## src/hdl/pomg_fifo.sv

```systemverilog
// Short request queue between the front and the back part.
// Depends on nothing.
module pomg_fifo #(
  parameter int WIDTH = 19,
  parameter int DEPTH = 4
) (
  input  logic             clk,
  input  logic             rst,
  input  logic             push_valid,
  output logic             push_ready,
  input  logic [WIDTH-1:0] push_data,
  output logic             pop_valid,
  input  logic             pop_ready,
  output logic [WIDTH-1:0] pop_data
);

  localparam int PTR_W = (DEPTH > 1) ? $clog2(DEPTH) : 1;
  localparam int CNT_W = $clog2(DEPTH + 1);

  logic [WIDTH-1:0] slots [DEPTH];
  logic [PTR_W-1:0] wr_ptr;
  logic [PTR_W-1:0] rd_ptr;
  logic [CNT_W-1:0] count;
  logic             push;
  logic             pop;

  assign push_ready = (count != CNT_W'(DEPTH));
  assign pop_valid  = (count != '0);
  assign pop_data   = slots[rd_ptr];
  assign push       = push_valid && push_ready;
  assign pop        = pop_valid && pop_ready;

  // Pointers and fill level.
  always_ff @(posedge clk) begin
    if (rst) begin
      wr_ptr <= '0;
      rd_ptr <= '0;
      count  <= '0;
    end else begin
      if (push) begin
        wr_ptr <= (wr_ptr == PTR_W'(DEPTH - 1)) ? '0 : wr_ptr + 1'b1;
      end
      if (pop) begin
        rd_ptr <= (rd_ptr == PTR_W'(DEPTH - 1)) ? '0 : rd_ptr + 1'b1;
      end
      if (push && !pop) begin
        count <= count + 1'b1;
      end else if (pop && !push) begin
        count <= count - 1'b1;
      end
    end
  end

  // Storage slots.
  always_ff @(posedge clk) begin
    if (push) begin
      slots[wr_ptr] <= push_data;
    end
  end

endmodule

```

## config.mk

```make
export PLATFORM = sky130hd
export DESIGN_NAME = pomg_fifo
export DESIGN_NICKNAME = d
export VERILOG_FILES = /design/src/hdl/pomg_fifo.sv
export SDC_FILE = /design/constraint.sdc
export NUM_CORES = 1
export LEC_CHECK = 0
export ABC_CLOCK_PERIOD_IN_PS = 2160
export BUFFER_PORTS_ARGS = -buffer_cell sky130_fd_sc_hd__clkbuf_2
export CORE_UTILIZATION = 30
export DETAILED_ROUTE_END_ITERATION = 6
export SETUP_SLACK_MARGIN = 0.2
export SLEW_MARGIN = 15
export SYNTH_ARGS = -nofsm -noshare
export SYNTH_HDL_FRONTEND = slang
export SYNTH_SLANG_ARGS = --single-unit
```

## constraint.sdc

```tcl
create_clock -name clk -period 2.16 [get_ports clk]
set_input_delay 0.108 -clock clk [delete_from_list [all_inputs] [get_ports clk]]
set_output_delay 0.108 -clock clk [all_outputs]
set_load 0.02 [all_outputs]
```

**After elaboration in Yosys (flattened, before gate mapping)**

Memories as Yosys holds them, arrays and structs flattened. A register that Yosys moved wholly into a read port is not among the register bits.
Cells that the tools add are included.

- $add $sub $neg: 4
- Multiply operators: 0
- Div/mod/pow operators: 0
- $lt $le $gt $ge: 0
- Equality and inequality tests: 3
- Shifts and indexed selects: 0
- Muxes and demuxes: 8
- Bitwise operators: 0
- Reductions and logical operators: 8

Operators with widths:

| cell | number |
|---|---|
| $mux 2 | 4 |
| $mux 3 | 2 |
| $add 2x1->2 const B | 2 |
| $eq 2x2->1 const B | 2 |
| $logic_and 1x1->1 | 4 |
| $add 3x1->3 const B | 1 |
| $ne 3x3->1 const B | 1 |
| $reduce_bool 3->1 | 1 |
| $sub 3x1->3 const B | 1 |
| $logic_not 1->1 | 2 |
| $mux 1 | 2 |
| $reduce_bool 2->1 | 1 |

- Flip-flop bits (word level): 7
- Latch bits: 0
- RAM bits: 76
- ROM bits: 0
- Bits of input ports: 23
- Output and inout port bits: 21
- Logic and storage cells: 27
- Memories: 1

Memories:

| name | words | width | rd ports | clocked after Yosys merged registers in | write ports | line | RTL |
|---|---|---|---|---|---|---|---|
| slots | 4 | 19 | 1 | 1 | 1 | 20 | `logic [WIDTH-1:0] slots [DEPTH];` |

**Depth between registers and ports, before layout**

- Word-level depth: 6
- Depth in mapped cells: 9
- Mapped depth without buffers: 8

**Worst setup path after synthesis**

OpenSTA, ideal clock, no wires.

- Path kind: reg2reg
- Start point: register count[0]
- End point: register count[2]
- Library setup time: 0.070 ns
- Arrival: 2.151 ns
- Required time: 2.090 ns
- Slack: -0.061 ns
- Cell stages (with the launch flop): 10
- Buffers on the path: 1
- Clock period less this slack: 2.221 ns
- Path through: dfxtp_1 -> or3b_1 -> clkbuf_2 -> and2_4 -> ha_1 -> inv_1 -> fa_1 -> xor2_1 -> or3_2 -> a21oi_1

- Word-level cells in the longest chain between the ends: 5
- Elaborated cells on any way between the ends: 13
- Those cells by class: add/sub (2); eq/ne (1); mux (2); reduce/logical (8)

Ends and longest elaborated chain:

| element | line | RTL |
|---|---|---|
| start, declared | 23 | `logic [CNT_W-1:0] count;` |
| start signal, assigned | 47 | `count <= count + 1'b1;` |
| start signal, assigned | 49 | `count <= count - 1'b1;` |
| $ne 3x3->1 (*) | 27 | `assign push_ready = (count != CNT_W'(DEPTH));` |
| net push_ready | 10 | `output logic push_ready,` |
| $logic_and 1x1->1 (*) | 30 | `assign push = push_valid && push_ready;` |
| net push | 24 | `logic push;` |
| $logic_not 1->1 | 48 | `end else if (pop && !push) begin` |
| $logic_and 1x1->1 | 48 |  |
| $reduce_bool 2->1 (no source line) | -- |  |

Mark *: on every way through the listed nets, which the timed path passes. The rest lies on a longest branch. The select of a mux whose other input is x is not followed.
A chain may end at the register's enable or synchronous reset.

**Worst setup path in the final report**

- Start point: register count[2]
- End point: register count[2]

- Word-level cells in the longest chain between the ends: 5
- Elaborated cells on any way between the ends: 13
- Those cells by class: add/sub (2); eq/ne (1); mux (2); reduce/logical (8)

Ends and longest elaborated chain:

| element | line |
|---|---|
| $ne 3x3->1 (*) | 27 |
| $logic_and 1x1->1 (*) | 30 |
| net push | 24 |
| $logic_not 1->1 | 48 |
| $logic_and 1x1->1 | 48 |
| $reduce_bool 2->1 (no source line) | -- |

Marked as above.

==> qor.yml <==
clock_network:
  tritoncts: "yes"
  max-clock-path-buffers: 2
  htree_num_levels: 3
  worstSkewPairLatency_ns: 0.35
  clk_pin_slew_worst_paths_ns: 0.08
  cts_inserted_buffers: 9
  clock_sinks: 85
  cts.root.buffer_cell: "clkbuf_8"
finish:
  antennaDiodeCount: 0
  final_net_count: 251
  fill_cells: 980
  area_delta_synth_final_pct: 26.59
  drive_above_1_share_pct: 43.81
grt:
  grtUsageTotal_pct: 11.11
  pin_count_of_the_biggest_net_entering_global_routing: 20
  vias_in_the_first_global_route: 1667
  wire_length_of_the_first_global_routing_pass_mm: 8.880
  gr-total-overflow: 0
  initial_antenna_violation_count: 0
timing:
  drv_slew: 0
  layout_min_cycle_time_ns: 1.934
  totalNegativeSetupSlack_ns: 0
  grt_setup_unrepaired: "yes"
  setup_viol: 0
  max_clock_freq_mhz: 517.2
  skew_ns: 0.007627
  max_slew.worst_pin.slew_ns: 0.5540
  min_period_over_period_pct: 89.52
  relSlewSlack_pct: 63.07
  final-hold-violation-count: 0
synthesis:
  share_of_the_synthesized_area_in_the_top_cell_type_pct: 70.92
  ys_seq_elements: 85
  yosysSeqAreaShare_pct: 76.52
  synth_top_area_cell: "edfxtp_1"
  post_synth_inst_count: 147
  number_of_distinct_library_cells_after_synthesis: 26
  synth.cell_area_sq_um: 3218
  ranking_of_synthesized_cells_by_area: "edfxtp_1, mux4_2, dfxtp_1, ha_1, mux2i_1"
  yosys_warnings: 0
  synth_nets: 177
  synth.avg_cell_area_sq_um: 21.89
detailed_routing:
  route.antenna.remaining_nets: 0
  finalWirelength_mm: 5.614
  routedWlPerCell_um: 15.51
  route.detailed.vias_per_inst: 4.387
  drt_iter0_drc: 27
  post-route-drc-count: 0
  routed-via-count: 1588
  dr.pass1.iters: 4
placed_design:
  gp_routability_congestion: 0.6197
  place_hpwl_mm: 3.399
  placement.io_buffers: 43
pwr:
  switching_power_uw: 1321
  share_clk_of_total_power_pct: 26.5
  cellPowerDensity_nw_per_um2: 1123
  power.internal_uw: 3252
  power.total_uw: 4573
  power.static_leakage_uw: 0.001418
  vdd_drop_max_v: 0.0005925
  combinationalPowerShare_pct: 27.7
  switching_share_pct: 28.89
  seq_power_share_pct: 45.9
worst_setup_path:
  critical_path.max_fanout: 5
  setup.worst_path.class: "register to register"
  critPathArrivalTime_ns: 2.21
  regToRegStartpoint: "count[2]$_SDFFE_PP0P_"
  critPathMaxStageDelay_ns: 0.37
  timing.critical_path.slowest_stage_cell: "dfxtp_4"
  crit_family: "simple AND/OR/NAND/NOR gates"
  timing.critical_path.cells: "or3b_1, and2_4, ha_4, inv_2, fa_2, xor2_1, or3_4, a21oi_2"
  timing.critical_path.required_ns: 2.44
  critical_path.startpoint_type: "register"
  timing.critical_path.to_type: "register"
  crit_path_start: "count[2]$_SDFFE_PP0P_"
  cp_num_buf_inv: 1
floorplan:
  die_area_sq_um: 11150
  num_rows: 37
  chipHeight_um: 105.6
  floorplan.io_pins: 44
  floorplan.initialDensity_pct: 31.03
  die_x_um: 105.6
  floorplan.core_area_sq_um: 10370
worst_hold_path:
  timing.hold.worst.class: "input pin to register"
  hp-start: "rst"
status:
  result_of_the_run: "finished, final reports clean"
job:
  maxCapViolCount: 0
-- stage by stage --
stage	area, sq um	hold WS, ns	setup slack (ns)	cells	utilization (%)
floorplan	3257	0.2069	0.1690	147	-
global placement	3638	0.3273	0.2574	325	35.09
detailed placement	3638	0.3308	0.1517	325	35.09
CTS	4074	0.02736	0.2106	362	39.29
global route	4074	0.04059	0.1627	362	39.29
finish	4074	0.03966	0.2264	362	39.29
-- worst reg2reg max path: cells and delay by family (launching register included) --
| kind | cells | cell delay (ns) |
|---|---|---|
| XOR/XNOR | 1 | 0.18 |
| AND/OR/NAND/NOR | 3 | 0.67 |
| AO/OA/AOI/OAI | 1 | 0.12 |
| buffers and inverters | 1 | 0.04 |
| adder cells (fa/ha/maj) | 2 | 0.50 |
| flip-flops | 1 | 0.37 |
-- registers in the layout, indices dropped and copies added, names as in the netlist, named ones only --
signal / cells
rd_ptr: 2
count: 3
wr_ptr: 2
slots: 76
-- cells by family after synthesis --
logic type,after synthesis,share of synthesized area (%)
DFF,85,76.52
muxes,22,14.23
and+or+nand+nor,17,3.304
adders and majority gates,7,2.955
buffers and inverters,9,1.360
xor gates and xnor gates,2,0.5444
AOI/OAI and AO/OA,5,1.089
-- power groups by stage --
stage	Clock, uW	Combinational, uW	Sequential, uW
after floorplan	0	878	2110
after global placement	0	1200	2120
after detailed placement	0	1220	2130
after CTS	1240	1300	2100
after global routing	1300	1370	2120
final	1210	1270	2100
-- path summary, 6_finish.rpt --
kind,cells past startpoint,slack (ns),endpoint
max,8,0.23,count[2]$_SDFFE_PP0P_
min,2,0.04,count[2]$_SDFFE_PP0P_
max reg2reg,8,0.23,count[2]$_SDFFE_PP0P_
min reg2reg,2,0.50,register
-- per-layer routing --
metal	routed length [um]	share of wire [%]	track usage, %	vias up
li1	-	-	-	743
met3	210	3.7	3.092	6
met1	2472	44	13.80	811
met2	2833	50	17.67	28
met4	98	1.7	5.952	0
met5	0	0	0	-
-- timing repair --
item	4_1_cts	5_1_grt
hold buffers	19	0
resized for setup	3	0
buffers inserted	2	0
hold endpoints to repair	76	0
setup endpoints to repair	1	1
-- cell usage after synthesis --
cell	number
xor2_1	2
clkbuf_1	2
or3b_1	1
mux4_2	19
and2_4	1
a21oi_1	2
inv_1	3
edfxtp_1	76
o31ai_1	1
fa_1	1
or3_2	2
nand2_1	1
nor3_1	1
nand3_1	1
o31ai_2	1
buf_4	2
and3_2	4
o21ai_0	1
nor2_1	3
buf_2	1
nand2b_1	2
dfxtp_1	9
mux2i_1	3
ha_1	6
clkbuf_2	1
or3_1	1
-- area by class of cell --
type	instances	area [sq um]	area share (%)
clock buffer	11	131.4	3.225
clock inverter	5	83.83	2.058
inverter	3	11.26	0.2764
multi-input combinational	53	748.2	18.37
sequential	85	2471	60.66
tap	136	170.2	4.177
timing repair buffer	69	457.9	11.24
-- layout by cell type (no fill, tap or decap), types with 3 or more instances in the layout --
cell type      count
dfxtp_1            6
ha_1               5
clkbuf_8           9
buf_4              7
clkbuf_2          43
edfxtp_1          76
nor2_1             3
dlygate4sd3_1     19
mux2i_1            3
mux4_2            19
and3_2             4
Note: power is estimated with default switching activity, not from simulation.
