$ cat config.mk
export PLATFORM = sky130hd
export DESIGN_NAME = pomg_front
export DESIGN_NICKNAME = d
export VERILOG_FILES = /design/src/hdl/pomg_pkg.sv /design/src/hdl/pomg_front.sv
export SDC_FILE = /design/constraint.sdc
export NUM_CORES = 2
export LEC_CHECK = 0
export ABC_CLOCK_PERIOD_IN_PS = 11100
export CAP_MARGIN = 20
export CORE_UTILIZATION = 55
export CTS_CLUSTER_DIAMETER = 200
export DETAILED_ROUTE_END_ITERATION = 6
export DONT_BUFFER_PORTS = 1
export GPL_TIMING_DRIVEN = 0
export HOLD_SLACK_MARGIN = 0.12
export PLACE_DENSITY = 0.78
export SETUP_SLACK_MARGIN = 0.1
export SYNTH_ARGS = -nofsm -noshare
export SYNTH_HDL_FRONTEND = slang
export SYNTH_SLANG_ARGS = --single-unit
$ cat constraint.sdc
create_clock -name clk -period 11.1 [get_ports clk]
set_input_delay 1.665 -clock clk [delete_from_list [all_inputs] [get_ports clk]]
set_output_delay 1.665 -clock clk [all_outputs]
set_load 0.005 [all_outputs]
$ cat src/hdl/pomg_pkg.sv
// Shared types, constants and helpers of the point occupancy grid marker.
// Used by the front part, the back part, the top level and the bench; depends on nothing.
package pomg_pkg;

  // Default structural sizes, handed to the top level parameters.
  localparam int MAX_GRID_SIDE_DEF = 256;
  localparam int COORD_BITS_DEF    = 16;

  // Cell store: one 2-bit cell for every 16-bit linear index.
  localparam int STORE_DEPTH = 65536;
  localparam int ADDR_W      = 16;
  localparam int CELL_W      = 2;

  // Configuration register widths and reset values.
  localparam int CPM_W     = 10;
  localparam int HALF_W    = 15;
  localparam int SIZE_W    = 9;
  localparam int CFG_IDX_W = 3;
  localparam int CFG_DAT_W = 15;

  localparam logic [CPM_W-1:0]  CPM_RESET  = 10'd10;
  localparam logic [HALF_W-1:0] HALF_RESET = 15'd10000;
  localparam logic [SIZE_W-1:0] SIZE_RESET = 9'd201;

  // Register indexes on the configuration port.
  localparam logic [CFG_IDX_W-1:0] CFG_CPM         = 3'd0;
  localparam logic [CFG_IDX_W-1:0] CFG_HALF_WIDTH  = 3'd1;
  localparam logic [CFG_IDX_W-1:0] CFG_HALF_HEIGHT = 3'd2;
  localparam logic [CFG_IDX_W-1:0] CFG_GRID_WIDTH  = 3'd3;
  localparam logic [CFG_IDX_W-1:0] CFG_GRID_HEIGHT = 3'd4;

  // Input command codes.
  localparam logic [1:0] CMD_CLEAR = 2'd0;
  localparam logic [1:0] CMD_MARK  = 2'd1;
  localparam logic [1:0] CMD_READ  = 2'd2;

  // Operations handed from the front part to the back part.
  localparam logic [1:0] OP_NONE  = 2'd0;
  localparam logic [1:0] OP_CLEAR = 2'd1;
  localparam logic [1:0] OP_MARK  = 2'd2;
  localparam logic [1:0] OP_READ  = 2'd3;

  // Stored cell codes.
  localparam logic [CELL_W-1:0] CELL_UNKNOWN  = 2'd0;
  localparam logic [CELL_W-1:0] CELL_FREE     = 2'd1;
  localparam logic [CELL_W-1:0] CELL_OCCUPIED = 2'd2;

  // Cell values as they leave the block.
  localparam logic signed [7:0] VALUE_UNKNOWN  = -8'sd1;
  localparam logic signed [7:0] VALUE_FREE     = 8'sd0;
  localparam logic signed [7:0] VALUE_OCCUPIED = 8'sd100;

  // Grid centre offset: half of 1000 mm per cell step.
  localparam int CENTRE_MM = 500;

  // Signed width of a scaled coordinate plus centre offset. A kept point has
  // |coordinate| <= 32767, so the sum stays below 2^26 for the default largest side.
  localparam int N_W = 27;

  // Floor division by 1000 of a non-negative value below 2^25 is a multiply
  // by ceil(2^35 / 1000) and a shift by 35; the result is exact in that range.
  localparam int              RECIP_W     = 26;
  localparam logic [RECIP_W-1:0] RECIP_1000 = 26'd34359739;
  localparam int              RECIP_SHIFT = 35;
  localparam int              Q_W         = 16;

  // One operation for the back part.
  typedef struct packed {
    logic [1:0]        op;
    logic [ADDR_W-1:0] addr;
    logic              obstacle;
  } pomg_req_t;

  // Status of the back part seen by the top level.
  typedef struct packed {
    logic sweeping;
  } pomg_status_t;

  // Translate a stored cell code into its output value.
  function automatic logic signed [7:0] cell_value_of(input logic [CELL_W-1:0] code);
    logic signed [7:0] v;
    case (code)
      CELL_FREE:     v = VALUE_FREE;
      CELL_OCCUPIED: v = VALUE_OCCUPIED;
      default:       v = VALUE_UNKNOWN;
    endcase
    return v;
  endfunction

endpackage

$ cat src/hdl/pomg_front.sv
// Front part: accepts input items, range-checks points and maps them to a cell
// index over a five-stage pipeline. Depends on pomg_pkg.
module pomg_front #(
  parameter int MAX_GRID_SIDE = pomg_pkg::MAX_GRID_SIDE_DEF,
  parameter int COORD_BITS    = pomg_pkg::COORD_BITS_DEF
) (
  input  logic                                 clk,
  input  logic                                 rst,
  input  logic                                 item_valid,
  output logic                                 item_ready,
  input  logic [1:0]                           command,
  input  logic signed [COORD_BITS-1:0]         x_mm,
  input  logic signed [COORD_BITS-1:0]         y_mm,
  input  logic                                 is_obstacle,
  input  logic [pomg_pkg::ADDR_W-1:0]          read_index,
  input  logic [pomg_pkg::CPM_W-1:0]           cells_per_metre,
  input  logic [pomg_pkg::HALF_W-1:0]          half_width_mm,
  input  logic [pomg_pkg::HALF_W-1:0]          half_height_mm,
  input  logic [$clog2(MAX_GRID_SIDE+1)-1:0]   grid_w,
  input  logic [$clog2(MAX_GRID_SIDE+1)-1:0]   grid_h,
  output logic                                 req_valid,
  input  logic                                 req_ready,
  output pomg_pkg::pomg_req_t                  req
);

  import pomg_pkg::*;

  localparam int SIDE_W  = $clog2(MAX_GRID_SIDE + 1);
  localparam int CMP_W   = (COORD_BITS > HALF_W) ? COORD_BITS : HALF_W;
  localparam int CE_W    = (COORD_BITS > 16) ? COORD_BITS : 16;
  localparam int IDX_W   = 2 * SIDE_W + 1;
  localparam int IDXE_W  = (IDX_W > ADDR_W) ? IDX_W : ADDR_W + 1;
  localparam int PROD_W  = (N_W - 1) + RECIP_W;

  logic adv;

  // Stage valid bits and request payloads.
  logic      v1, v2, v3, v4, v5;
  pomg_req_t q1, q2, q3, q4, q5;

  logic signed [N_W-1:0]  px1, py1;
  logic signed [N_W-1:0]  nx2, ny2;
  logic [PROD_W-1:0]      mx3, my3;
  logic [SIDE_W-1:0]      col4;
  logic [2*SIDE_W-1:0]    rw4;

  // Stage 1 combinational signals.
  logic [COORD_BITS-1:0]  ax, ay;
  logic                   in_range;
  logic signed [CE_W-1:0] x_e, y_e;
  logic signed [15:0]     x16, y16;
  logic signed [N_W-1:0]  px, py;
  pomg_req_t              q1_next;

  // Later stage combinational signals.
  logic [N_W-2:0]         off_x, off_y;
  logic signed [N_W-1:0]  nx, ny;
  pomg_req_t              q3_next;
  logic [PROD_W-1:0]      mx, my;
  logic [Q_W-1:0]         colq, rowq;
  pomg_req_t              q4_next;
  logic [2*SIDE_W-1:0]    rw;
  logic [IDXE_W-1:0]      idx_e;
  pomg_req_t              q5_next;

  // The whole pipeline moves when its last stage can hand over.
  assign adv        = !v5 || req_ready;
  assign item_ready = adv;
  assign req_valid  = v5;
  assign req        = q5;

  // Stage 1: classify the command, check the range and scale the coordinates.
  always_comb begin
    ax = x_mm[COORD_BITS-1] ? COORD_BITS'(-x_mm) : COORD_BITS'(x_mm);
    ay = y_mm[COORD_BITS-1] ? COORD_BITS'(-y_mm) : COORD_BITS'(y_mm);
    in_range = (CMP_W'(ax) <= CMP_W'(half_width_mm)) &&
               (CMP_W'(ay) <= CMP_W'(half_height_mm));
    x_e = CE_W'(x_mm);
    y_e = CE_W'(y_mm);
    x16 = signed'(x_e[15:0]);
    y16 = signed'(y_e[15:0]);
    px  = N_W'(x16) * N_W'($signed({1'b0, cells_per_metre}));
    py  = N_W'(y16) * N_W'($signed({1'b0, cells_per_metre}));
    q1_next.addr     = read_index;
    q1_next.obstacle = is_obstacle;
    case (command)
      CMD_CLEAR: q1_next.op = OP_CLEAR;
      CMD_MARK:  q1_next.op = in_range ? OP_MARK : OP_NONE;
      CMD_READ:  q1_next.op = OP_READ;
      default:   q1_next.op = OP_NONE;
    endcase
  end

  // Stage 2: add the centre offset of the grid.
  always_comb begin
    off_x = (N_W-1)'(grid_w) * (N_W-1)'(CENTRE_MM);
    off_y = (N_W-1)'(grid_h) * (N_W-1)'(CENTRE_MM);
    nx    = px1 + $signed({1'b0, off_x});
    ny    = py1 + $signed({1'b0, off_y});
  end

  // Stage 3: a negative sum lies left of or below the grid; else divide by 1000.
  always_comb begin
    q3_next = q2;
    if (q2.op == OP_MARK && (nx2[N_W-1] || ny2[N_W-1])) begin
      q3_next.op = OP_NONE;
    end
    mx = PROD_W'(nx2[N_W-2:0]) * PROD_W'(RECIP_1000);
    my = PROD_W'(ny2[N_W-2:0]) * PROD_W'(RECIP_1000);
  end

  // Stage 4: check column and row against the grid and form the row offset.
  always_comb begin
    colq    = mx3[RECIP_SHIFT +: Q_W];
    rowq    = my3[RECIP_SHIFT +: Q_W];
    q4_next = q3;
    if (q3.op == OP_MARK && (colq >= Q_W'(grid_w) || rowq >= Q_W'(grid_h))) begin
      q4_next.op = OP_NONE;
    end
    rw = (2*SIDE_W)'(rowq[SIDE_W-1:0]) * (2*SIDE_W)'(grid_w);
  end

  // Stage 5: linear index and store depth check.
  always_comb begin
    idx_e   = IDXE_W'(rw4) + IDXE_W'(col4);
    q5_next = q4;
    if (q4.op == OP_MARK) begin
      if (idx_e[IDXE_W-1:ADDR_W] != '0) begin
        q5_next.op = OP_NONE;
      end else begin
        q5_next.addr = idx_e[ADDR_W-1:0];
      end
    end
  end

  // Stage valid bits.
  always_ff @(posedge clk) begin
    if (rst) begin
      v1 <= 1'b0;
      v2 <= 1'b0;
      v3 <= 1'b0;
      v4 <= 1'b0;
      v5 <= 1'b0;
    end else if (adv) begin
      v1 <= item_valid;
      v2 <= v1;
      v3 <= v2;
      v4 <= v3;
      v5 <= v4;
    end
  end

  // Stage payloads.
  always_ff @(posedge clk) begin
    if (adv) begin
      q1   <= q1_next;
      px1  <= px;
      py1  <= py;
      q2   <= q1;
      nx2  <= nx;
      ny2  <= ny;
      q3   <= q3_next;
      mx3  <= mx;
      my3  <= my;
      q4   <= q4_next;
      col4 <= colq[SIDE_W-1:0];
      rw4  <= rw;
      q5   <= q5_next;
    end
  end

endmodule

== Word-level counts from Yosys, hierarchy flattened ==
Index checks and enable logic that the tools add are counted.

* Bits of input ports: 113
* Bits in registers: 337
* Output and inout port bits: 21

* $mul: 7
* $add $sub $neg: 5
* Multiplexer cells: 7
* Equality and inequality tests: 5
* Reduce and logical (&&, ||, !) cells: 9
* Order comparisons: 4

{| class="wikitable"
|+ Operators with widths
! cell !! number
|-
| 26-bit by 26-bit multiplier with 51-bit output, second input constant || 2
|-
| 27-bit by 19-bit adder with 27-bit output || 2
|-
| 16-bit by 11-bit multiplier with 27-bit output || 2
|-
| 16-bit two-way mux || 3
|-
| 16-bit by 9-bit greater-or-equal comparator with 1-bit output || 2
|-
| 16-bit by 15-bit <= comparator with 1-bit output || 2
|-
| 9-bit by 7-bit multiplier with 16-bit output, second input constant || 2
|-
| 16-bit negator || 2
|-
| 18-bit by 9-bit adder with 19-bit output || 1
|-
| 9-bit by 9-bit multiplier with 18-bit output || 1
|-
| 18-bit two-way mux || 1
|-
| 2-bit == test, second input constant || 4
|-
| 2-bit one-hot mux with 3 select lines || 1
|-
| 2-bit two-way mux || 2
|-
| 1-bit logical AND || 3
|-
| 1-bit logical OR || 3
|-
| 3-bit nonzero test || 1
|-
| 2-bit by 1-bit == test with 1-bit output, second input constant || 1
|-
| 2-bit logical NOT || 1
|-
| 1-bit logical NOT || 1
|}

== Depth between registers and ports, before layout ==
* Depth after elaboration: 6
* Gate-level depth with buffers: 23
* Depth with buffers taken out: 23

== Least setup slack after synthesis ==
OpenSTA, ideal clock, no wires.

* Path kind: input-to-output
* Start: input port req_ready
* End: output port item_ready
* Stages on the path: 2
* Arrival time: 9.070 ns
* Slack: 0.365 ns
* Cell sequence: nand2b_1 clkbuf_1

* Word-level cells in the longest chain between the ends: 1

{| class="wikitable"
|+ Ends and longest elaborated chain
! item !! RTL line !! RTL
|-
| start: declaration || pomg_front.sv:22 || <nowiki>input logic req_ready,</nowiki>
|-
| 1-bit logical OR || pomg_front.sv:67 || <nowiki>assign adv = !v5 || req_ready;</nowiki>
|-
| end: declaration || pomg_front.sv:10 || <nowiki>output logic item_ready,</nowiki>
|}

No other way between the ends.

== Worst setup path after layout ==
* Start: input port y_mm[15]
* End: register py1[26] (data pin)

* Word-level cells in the longest chain between the ends: 1

{| class="wikitable"
|+ Ends and longest elaborated chain
! item !! RTL line !! RTL
|-
| start: declaration || pomg_front.sv:13 || <nowiki>input logic signed [COORD_BITS-1:0] y_mm,</nowiki>
|-
| 16-bit by 11-bit multiplier with 27-bit output || pomg_front.sv:83 || <nowiki>py = N_W'(y16) * N_W'($signed({1'b0, cells_per_metre}));</nowiki>
|-
| net py[26] || pomg_front.sv:52 || <nowiki>logic signed [N_W-1:0] px, py;</nowiki>
|-
| end signal: assignment || pomg_front.sv:158 || <nowiki>py1 <= py;</nowiki>
|-
| end: declaration || pomg_front.sv:41 || <nowiki>logic signed [N_W-1:0] px1, py1;</nowiki>
|}

The timed path passes the listed nets, and every way through them passes these cells.
A chain may end at the register's enable or synchronous reset.

==> impl_metrics.env <==
export IMPL_cts_tree="built"
export IMPL_layout_commonest_cell="inv_1"
export IMPL_yosysSeqAreaShare_pct=15.7
export IMPL_die_w_um=306
export IMPL_syn_area_um2=50800
export IMPL_critPathCaptureType="flop"
export IMPL_fillers=7508
export IMPL_ys_flop_type="edfxtp_1"
export IMPL_first_global_vias=36500
export IMPL_diodes=0
export IMPL_syn_to_final_growth_pct=4.99
export IMPL_grt_pass1_wl_um=183000
export IMPL_cp_start_kind="input pin"
export IMPL_slowest_delay_ps=600
export IMPL_hp_class="reg2reg"
export IMPL_rows=111
export IMPL_vias=33700
export IMPL_synth_top_area_cell="fa_1"
export IMPL_path_cells="clkbuf_1, clkbuf_1, nand2_1, inv_1, fa_1, inv_1, fa_1, fa_1, fa_1, fa_1, inv_1, ha_1, o21a_1, o21ai_0, nand2b_1, nand2_1, a2111oi_1, o31ai_2, o21bai_1, a21oi_1, xnor2_1"
export IMPL_antenna_found_initial=1
export IMPL_setup_viol=0
export IMPL_core_area_um2=91700
export IMPL_vias_per_cell=5.34
export IMPL_skew_ps=39.7
export IMPL_drv_cap=0
export IMPL_cp_max_fo=10
export IMPL_crit_required_ps=11460
export IMPL_drt_first_pass_iters=6
export IMPL_die_y_um=306
export IMPL_numCtsBuffers=27
export IMPL_cts_resized=0
export IMPL_ys_warn_count=0
export IMPL_drtIter0Drc=1827
export IMPL_critical_path_arrival_ps=7700
export IMPL_drc=0
export IMPL_ant_nets=0
export IMPL_min_period_ps=7340
export IMPL_cts_sinks=267
export IMPL_fin_nets=6929
export IMPL_crit_slowest_cell="a2111oi_1"
export IMPL_ys_ff_latch=267
export IMPL_relSlewSlack_pct=9.27
export IMPL_clockBufferDepth=3
export IMPL_rsz0062_at_grt="no"
export IMPL_period_share_pct=66.1
export IMPL_fin_tns_setup_ps=0
export IMPL_place_ws_ps=3190
export IMPL_max_clock_freq_mhz=136
export IMPL_grt_max_degree=72
export IMPL_postCtsHoldBufs=0
export IMPL_synth_edf_count=262
export IMPL_slew_violations=0
export IMPL_whs_ps=416
export IMPL_start_util_pct=55.5
export IMPL_synth_top_area_share_pct=32.4
export IMPL_final_cell_mix="inv_1 (1390), ha_1 (887), fa_1 (823)"
export IMPL_tightest_slew_ps=1340
export IMPL_routed_wl_um=110000
export IMPL_syn_nets=6896
export IMPL_clockRootBuffer="clkbuf_16"
export IMPL_htreeDepth=1
export IMPL_clk_pin_slew_worst_paths_ps=70
export IMPL_die_area_um2=93700
export IMPL_synth_async_sr_flop_share_pct=0
export IMPL_syn_instance_count=5073
export IMPL_synth_distinct_cells=77
export IMPL_worst_path_most_repeated_cell="fa_1"
export IMPL_drive_above_1_share_pct=1.83
export IMPL_status="complete, no violations"
export IMPL_pin_count=134
export IMPL_setup_slack_ps=3760
export IMPL_cts_setup_buffers=0
export IMPL_synth_area_leaders="fa_1 (32%), ha_1 (22%), edfxtp_1 (15%)"
export IMPL_critPathKind="in2reg"
export IMPL_wl_per_cell_um=17.5
export IMPL_track_usage_pct=24.4
export IMPL_avgSynthCellArea_um2=10.0
export IMPL_dp_hpwl_um=94900
export IMPL_overflow=0
export IMPL_hold_viol=0
export IMPL_place_gp_congestion=0.945
export IMPL_clk_insertion_delay_late_ps=590
export IMPL_io_buffers=0
==> state kept, by name, indices dropped and copies added (netlist names) <==
signal	cells
nx2	27
v1	1
q3	19
rw4	18
q4	19
ny2	27
v2	1
q2	19
py1	27
v3	1
my3	16
px1	27
col4	9
mx3	16
v4	1
req_valid	1
q1	19
req	19
==> area by class of cell <==
class,count,area (um^2),area share (%)
buffer,89,342,0.640
clock buffer,30,697,1.31
timing repair buffer,4,103,0.192
inverter,1390,5220,9.77
sequential,267,7970,14.9
clock inverter,20,248,0.464
tap,1186,1480,2.78
multi-input combinational,3327,37300,69.9
==> per-layer routing <==
layer / track usage [%] / part of all wire, % / vias to the layer above
li1: - / - / 16000
met2: 43.0 / 49 / 847
met3: 2.30 / 4.9 / 187
met4: 8.60 / 3.9 / 2
met1: 31.4 / 42 / 16700
met5: 0 / 0.015 / -
==> Yosys cell counts, drive strengths merged (30+ instances only) <==
library cell and n:
edfxtp 262, ha 887, xnor2 136, nand2b 31, a21oi 156, nand2 275, nand3 40, nor2 137
o21a 30, and2 228, fa 823, nor2b 30, o21ai 116, a21o 71, nor3 37, clkbuf 85
xor2 42, inv 1390
==> critical path: cells and delay by family <==
| kind | cells | cell delay, ps |
|---|---|---|
| buf+inv | 5 | 1160 |
| simple gates | 3 | 390 |
| fa+ha+maj | 6 | 2840 |
| compound gates | 6 | 1320 |
| xor+xnor | 1 | 320 |
==> per-stage QoR <==
| step | cell area (um^2) | std cells | utilization [%] |
|---|---|---|---|
| after global routing | 53400 | 6313 | 58.2 |
| final | 53400 | 6313 | 58.2 |
| after floorplan | 50800 | 5073 | - |
| after CTS | 53400 | 6313 | 58.2 |
| after global placement | 52300 | 6259 | 57.1 |
| after detailed placement | 52400 | 6263 | 57.2 |
==> cells by family after synthesis <==
kind of cell | share of synthesized area, %
flops | 15.7
xor+xnor | 3.07
buf+inv | 10.9
fa+ha+maj | 54.2
simple gates | 8.90
mux | 0.411
compound gates | 6.80
==> worst paths after layout <==
check | from | endpoint | slack, ps | cells after the start
worst max-delay path | y_mm[15] | py1[26]$_DFFE_PP_ | 3760 | 21
worst min register to register | q2[5]$_DFFE_PP_ | q3[5]$_DFFE_PP_ | 420 | 0
worst max register to register | ny2[24]$_DFFE_PP_ | my3[50]$_DFFE_PP_ | 3900 | 21
worst min-delay path | q2[5]$_DFFE_PP_ | q3[5]$_DFFE_PP_ | 420 | 0
Power is left out: the tool's default activity adds up to more than one toggle a clock period on the data nets, which glitch-free logic cannot reach.
